File: config.mk
export PLATFORM = sky130hd
export DESIGN_NAME = pps_cordic
export DESIGN_NICKNAME = d
export VERILOG_FILES = /design/src/rtl/core/pps_pkg.sv /design/src/rtl/core/pps_cordic.sv
export SDC_FILE = /design/constraint.sdc
export NUM_CORES = 2
export LEC_CHECK = 0
export ABC_AREA = 1
export ABC_CLOCK_PERIOD_IN_PS = 7100
export BUFFER_PORTS_ARGS = -buffer_cell sky130_fd_sc_hd__buf_2
export CAP_MARGIN = 20
export CORE_MARGIN = 2
export CORE_UTILIZATION = 29
export DETAILED_ROUTE_END_ITERATION = 10
export PLACE_DENSITY = 0.41
export RECOVER_POWER = 100
export REMOVE_ABC_BUFFERS = 1
export SLEW_MARGIN = 20
export SYNTH_ARGS = -nofsm -noshare
export SYNTH_HDL_FRONTEND = slang
export SYNTH_SLANG_ARGS = --single-unit
File: constraint.sdc
create_clock -name clk -period 7.1 [get_ports clk]
set_input_delay 0 -clock clk [delete_from_list [all_inputs] [get_ports clk]]
set_output_delay 0 -clock clk [all_outputs]
set_load 0.02 [all_outputs]
File: src/rtl/core/pps_pkg.sv
`default_nettype none
package pps_pkg;

  localparam int PI_Q16      = 205887;
  localparam int HALF_PI_Q16 = 102944;
  localparam int TWO_PI_Q16  = 411775;
  localparam int KINV_Q30    = 652032874;
  localparam int CORDIC_STEPS = 16;

  // operand, angle and internal datapath widths of the cordic unit
  localparam int CIN_W  = 57;
  localparam int CANG_W = 20;
  localparam int CRES_W = 44;

  localparam logic [2:0] REG_LOOKAHEAD   = 3'd0;
  localparam logic [2:0] REG_WHEELBASE   = 3'd1;
  localparam logic [2:0] REG_MAX_STEER   = 3'd2;
  localparam logic [2:0] REG_TARGET_SPD  = 3'd3;
  localparam logic [2:0] REG_DRAG_GAIN   = 3'd4;
  localparam logic [2:0] REG_SPEED_GAIN  = 3'd5;
  localparam logic [2:0] REG_TORQUE_LIM  = 3'd6;
  localparam logic [2:0] REG_WP_COUNT    = 3'd7;

  typedef enum logic {
    CMODE_VECTOR = 1'b0,
    CMODE_ROTATE = 1'b1
  } cmode_t;

  typedef struct packed {
    logic                     go;
    cmode_t                   mode;
    logic signed [CIN_W-1:0]  x;
    logic signed [CIN_W-1:0]  y;
    logic signed [CANG_W-1:0] ang;
  } cor_req_t;

  typedef struct packed {
    logic                     done;
    logic signed [CANG_W-1:0] ang;
    logic signed [CRES_W-1:0] val;
  } cor_rsp_t;

  function automatic logic signed [CANG_W-1:0] atan_step(input logic [3:0] i);
    logic signed [CANG_W-1:0] v;
    unique case (i)
      4'd0:  v = 20'sd51472;
      4'd1:  v = 20'sd30386;
      4'd2:  v = 20'sd16055;
      4'd3:  v = 20'sd8150;
      4'd4:  v = 20'sd4091;
      4'd5:  v = 20'sd2047;
      4'd6:  v = 20'sd1024;
      4'd7:  v = 20'sd512;
      4'd8:  v = 20'sd256;
      4'd9:  v = 20'sd128;
      4'd10: v = 20'sd64;
      4'd11: v = 20'sd32;
      4'd12: v = 20'sd16;
      4'd13: v = 20'sd8;
      4'd14: v = 20'sd4;
      4'd15: v = 20'sd2;
    endcase
    return v;
  endfunction

endpackage
`default_nettype wire

File: src/rtl/core/pps_cordic.sv
`default_nettype none
module pps_cordic (
  input  wire logic             clk,
  input  wire logic             rst_n,
  input  wire pps_pkg::cor_req_t req,
  output pps_pkg::cor_rsp_t      rsp
);
  import pps_pkg::*;

  typedef enum logic [3:0] {
    C_IDLE = 4'b0001,
    C_NORM = 4'b0010,
    C_ITER = 4'b0100,
    C_POST = 4'b1000
  } cst_t;

  localparam logic signed [CANG_W-1:0] PI_A   = CANG_W'(PI_Q16);
  localparam logic signed [CANG_W-1:0] HPI_A  = CANG_W'(HALF_PI_Q16);
  localparam logic signed [CRES_W-1:0] KINV_C = CRES_W'(KINV_Q30);

  cst_t                     st_r, st_nxt;
  cmode_t                   mode_r;
  logic                     xneg_r, yneg_r, zero_r;
  logic [CIN_W-1:0]         ax_r, ay_r;
  logic signed [CRES_W-1:0] cx_r, cy_r;
  logic signed [CANG_W-1:0] z_r;
  logic [3:0]               it_r;
  logic                     done_r;
  logic signed [CANG_W-1:0] ang_r;
  logic signed [CRES_W-1:0] val_r;

  logic [CIN_W-1:0]         mx;
  logic signed [CRES_W-1:0] sx, sy;
  logic signed [CANG_W-1:0] tab, fold, zpost;

  always_comb begin
    mx    = (ax_r > ay_r) ? ax_r : ay_r;
    sx    = cx_r >>> it_r;
    sy    = cy_r >>> it_r;
    tab   = atan_step(it_r);
    if (req.ang > HPI_A) begin
      fold = PI_A - req.ang;
    end else if (req.ang < -HPI_A) begin
      fold = -PI_A - req.ang;
    end else begin
      fold = req.ang;
    end
    zpost = z_r;
    if (xneg_r) zpost = PI_A - zpost;
    if (yneg_r) zpost = -zpost;
    if (zero_r) zpost = '0;
  end

  always_comb begin
    st_nxt = st_r;
    unique case (st_r)
      C_IDLE: if (req.go) st_nxt = (req.mode == CMODE_VECTOR) ? C_NORM : C_ITER;
      C_NORM: if (zero_r || (mx[CIN_W-1:41] == '0 && mx[40])) begin
        st_nxt = zero_r ? C_POST : C_ITER;
      end
      C_ITER: if (it_r == 4'(CORDIC_STEPS - 1)) st_nxt = C_POST;
      C_POST: st_nxt = C_IDLE;
      default: st_nxt = C_IDLE;
    endcase
  end

  always_ff @(posedge clk) begin
    if (!rst_n) begin
      st_r   <= C_IDLE;
      done_r <= 1'b0;
    end else begin
      st_r   <= st_nxt;
      done_r <= (st_r == C_POST);
    end
  end

  always_ff @(posedge clk) begin
    unique case (st_r)
      C_IDLE: begin
        it_r   <= '0;
        mode_r <= req.mode;
        xneg_r <= req.x[CIN_W-1];
        yneg_r <= req.y[CIN_W-1];
        zero_r <= (req.x == '0) && (req.y == '0);
        ax_r   <= req.x[CIN_W-1] ? CIN_W'(-req.x) : CIN_W'(req.x);
        ay_r   <= req.y[CIN_W-1] ? CIN_W'(-req.y) : CIN_W'(req.y);
        cx_r   <= KINV_C;
        cy_r   <= '0;
        z_r    <= (req.mode == CMODE_VECTOR) ? '0 : fold;
      end
      C_NORM: begin
        if (mx[CIN_W-1:41] != '0) begin
          ax_r <= ax_r >> 1;
          ay_r <= ay_r >> 1;
        end else if (!mx[40]) begin
          ax_r <= ax_r << 1;
          ay_r <= ay_r << 1;
        end else begin
          cx_r <= $signed(CRES_W'(ax_r));
          cy_r <= $signed(CRES_W'(ay_r));
        end
      end
      C_ITER: begin
        it_r <= it_r + 4'd1;
        if (mode_r == CMODE_VECTOR) begin
          if (cy_r >= 0) begin
            cx_r <= cx_r + sy;
            cy_r <= cy_r - sx;
            z_r  <= z_r + tab;
          end else begin
            cx_r <= cx_r - sy;
            cy_r <= cy_r + sx;
            z_r  <= z_r - tab;
          end
        end else begin
          if (z_r >= 0) begin
            cx_r <= cx_r - sy;
            cy_r <= cy_r + sx;
            z_r  <= z_r - tab;
          end else begin
            cx_r <= cx_r + sy;
            cy_r <= cy_r - sx;
            z_r  <= z_r + tab;
          end
        end
      end
      C_POST: begin
        ang_r <= zpost;
        val_r <= cy_r;
      end
      default: ;
    endcase
  end

  assign rsp.done = done_r;
  assign rsp.ang  = ang_r;
  assign rsp.val  = val_r;

  a_go_idle: assert property (@(posedge clk) disable iff (!rst_n)
    req.go |-> st_r == C_IDLE) else $error("cordic started while busy");
  a_done_post: assert property (@(posedge clk) disable iff (!rst_n)
    done_r |-> $past(st_r == C_POST)) else $error("cordic done without finish");
  a_norm_mode: assert property (@(posedge clk) disable iff (!rst_n)
    st_r == C_NORM |-> mode_r == CMODE_VECTOR) else $error("normalize in rotation");

endmodule
`default_nettype wire

==> impl_metrics.py <==
metrics = {
    "place": {
        "placed_area_um2": 41900,
        "port_buffers": 202,
        "routabilityCongestion": 0.997,
        "dp_hpwl_um": 158000,
    },
    "critical_path": {
        "worst_ep_required_time_ps": 7430,
        "critPathMaxFanout": 61,
        "crit_arrival_ps": 6540,
        "crit_path_start_kind": "flip-flop",
        "worstSetupEndpointType": "flip-flop",
        "criticalPathCategory": "reg -> reg",
    },
    "clock_tree": {
        "cts_buffer_depth": 3,
        "clock_sinks": 315,
        "htreeDepth": 2,
        "cts-root-buf": "clkbuf_16",
        "clk_latency_ps": 660,
        "ctsResizeCount": 0,
        "cts-buffers-inserted": 47,
        "clk_pin_slew_ps": 60,
        "tritoncts": "done",
    },
    "timing": {
        "rsz0062_at_grt": "no",
        "maxSlewViolCount": 315,
        "fmax_mhz": 161,
        "slew_headroom_pct": -130,
        "worst_pin_slew_ps": 3450,
        "post-route-period-util_pct": 87.5,
        "finalHoldViolCount": 0,
        "setup_viol": 0,
        "layout_min_cycle_time_ps": 6210,
        "skew_ps": 47.4,
    },
    "status": {
        "status": "finished, violations left",
        "violations": "capacitance limit, slew limit",
    },
    "floorplan": {
        "die_width_um": 373,
        "start_util_pct": 29.1,
        "io_pins": 203,
        "die-area_um2": 139000,
        "die_y_um": 373,
        "core-area_um2": 135000,
        "core.rowCount": 135,
    },
    "logic_synthesis": {
        "synthFlopType": "edfxtp_1",
        "synthCells": 6389,
        "synth_top_area_cell": "edfxtp_1",
        "netlist-cell-type-count": 69,
        "yosysSeqAreaShare_pct": 23.5,
        "yosysTopAreaCellShare_pct": 22.4,
        "synth_area_um2": 39400,
        "synth_area_leaders": "edfxtp_1 22%, nand2_1 14%, ha_1 9.2%, o21ai_0 9.0%, inv_1 8.3%",
        "synth_area_per_cell_um2": 6.16,
        "synth_edf_count": 294,
        "async_reset_ff_share_pct": 0,
        "ys_warn_count": 0,
        "synth.ff_latch_count": 315,
    },
    "route": {
        "vias_per_cell": 5.22,
        "route.vias.total": 43900,
        "ant_nets": 0,
        "first_pass_iters": 6,
        "drc_errors": 0,
        "wl_per_cell_um": 23.1,
        "drtIter0Drc": 4520,
        "finalWirelength_um": 194000,
    },
    "final_layout": {
        "nNetsFinal": 7015,
        "areaGrowthSynthToFinish_pct": 13.9,
        "final.fill_count": 15400,
        "layout-drive-gt1-share_pct": 4.76,
        "most-common-layout-cells": "1486 x nand2_1, 869 x inv_1, 758 x nor2_1",
        "layout_commonest_cell": "nand2_1",
        "final_area_um2": 44900,
    },
    "global_routing": {
        "antenna_found_initial": 11,
        "grtUsageTotal_pct": 27.1,
        "gr-total-overflow": 0,
        "grt_max_degree": 151,
        "grt_pass1_vias": 41100,
        "grt_pass1_wl_um": 279000,
    },
    "flow_run": {
        "maxCapViolCount": 7,
    },
    "worst_hold_path": {
        "hold_class": "in -> reg",
    },
}
-- path summary, 6_finish.rpt --
check                             start       end  slack (ps)  cells past startpoint
worst min-delay path            req[13]   z_r[13]          50                      4
worst max-delay path            it_r[0]  cx_r[40]         890                     23
worst min register to register  st_r[2]    done_r         490                      1
worst max register to register  it_r[0]  cx_r[40]         890                     23
-- Yosys cell counts (all sizes together), types with 3 or more instances --
library cell and number:
a31oi 29, xor2 68, dfxtp 21, buf 96, o311ai 4, a21oi 424
nand2 1491, nand4 89, or2 51, inv 874, clkinv 6, clkbuf 142
o31ai 8, a211oi 4, xnor2 15, nand3b 6, o21ai 751, o32ai 3
and3 8, nor2 762, a32o 3, a21o 19, o21bai 35, nor3 91
edfxtp 294, and2 13, ha 289, o211ai 48, fa 6, a21boi 33
nor3b 3, mux2i 32, nor4 53, nand3 536, o21a 24, o22ai 45
-- routing by layer --
layer / wire length [um] / global-route usage, % / vias up
li1: - / - / 21700
met1: 89100 / 37.7 / 20600
met2: 87800 / 43.7 / 1418
met3: 12500 / 4.04 / 210
met4: 5120 / 6.81 / 4
met5: 32 / 0 / -
-- critical path, stage by stage, from the launching register on --
cell and delay [ps]:
edfxtp_1 640, inv_2 800, clkbuf_1 520, nand2_1 140
nand3_1 100, o21ai_0 130, mux2i_1 300, nor2_1 60
a31oi_1 250, ha_1 370, inv_1 90, fa_1 430
inv_1 180, nand3_1 100, nand2_1 260, a21oi_1 170
o21ai_0 560, nand3_1 270, nand2_1 150, nand2_1 60
nand2_1 80, nand3_1 80, nand2_1 60, o21ai_0 70
-- timing repair --
| action | in CTS | in global routing |
|---|---|---|
| setup buffers | 0 | 0 |
| hold endpoints to repair | 136 | 0 |
| hold buffers | 145 | 0 |
-- metrics by stage --
| stage | instances | utilization, % | TNS, ps | setup WS, ps | hold slack, ps |
|---|---|---|---|---|---|
| 2_1_floorplan | 6151 | - | -880450 | -4180 | 84.8 |
| 3_3_place_gp | 8169 | 31.0 | 0 | 1170 | 227 |
| 3_5_place_dp | 8169 | 31.0 | 0 | 1330 | 225 |
| 4_1_cts | 8402 | 33.4 | 0 | 1310 | 7.73 |
| 5_1_grt | 8403 | 33.2 | 0 | 300 | 101 |
| 6_report | 8404 | 33.2 | 0 | 890 | 51.5 |
-- cell families (layout without fill, tap and decap cells) --
| kind of cell | count (synthesis) | after routing | share of synthesized area (%) |
|---|---|---|---|
| compound gates | 1442 | 1442 | 20.0 |
| xor+xnor | 83 | 83 | 1.89 |
| fa+ha+maj | 295 | 295 | 9.49 |
| buf+inv | 1118 | 1350 | 11.0 |
| flops | 315 | 315 | 23.5 |
| mux | 32 | 32 | 0.813 |
| other cells | 0 | 2 | 0 |
| simple gates | 3104 | 3104 | 33.3 |
-- flip-flops by register name (all words and copies together) (netlist names) --
name,count
ax_r,57
ay_r,57
cx_r,44
cy_r,44
val_r,44
ang_r,20
z_r,20
tab,16
it_r,4
st_r,4
done_r,1
mode_r,1
xneg_r,1
yneg_r,1
zero_r,1
-- area by class of cell --
type	count	area, um2	share of cell area [%]
multi-input cells	4956	25700	57.4
flip-flops and latches	315	9250	20.6
inverters	880	3310	7.38
repair buffers	382	2640	5.89
well taps	1781	2230	4.97
clock buffers	54	1210	2.70
clock inverters	34	475	1.06
diodes	2	5.00	0.0112
Power is left out: the tool's default activity adds up to more than one toggle a clock period on the data nets, which glitch-free logic cannot reach.
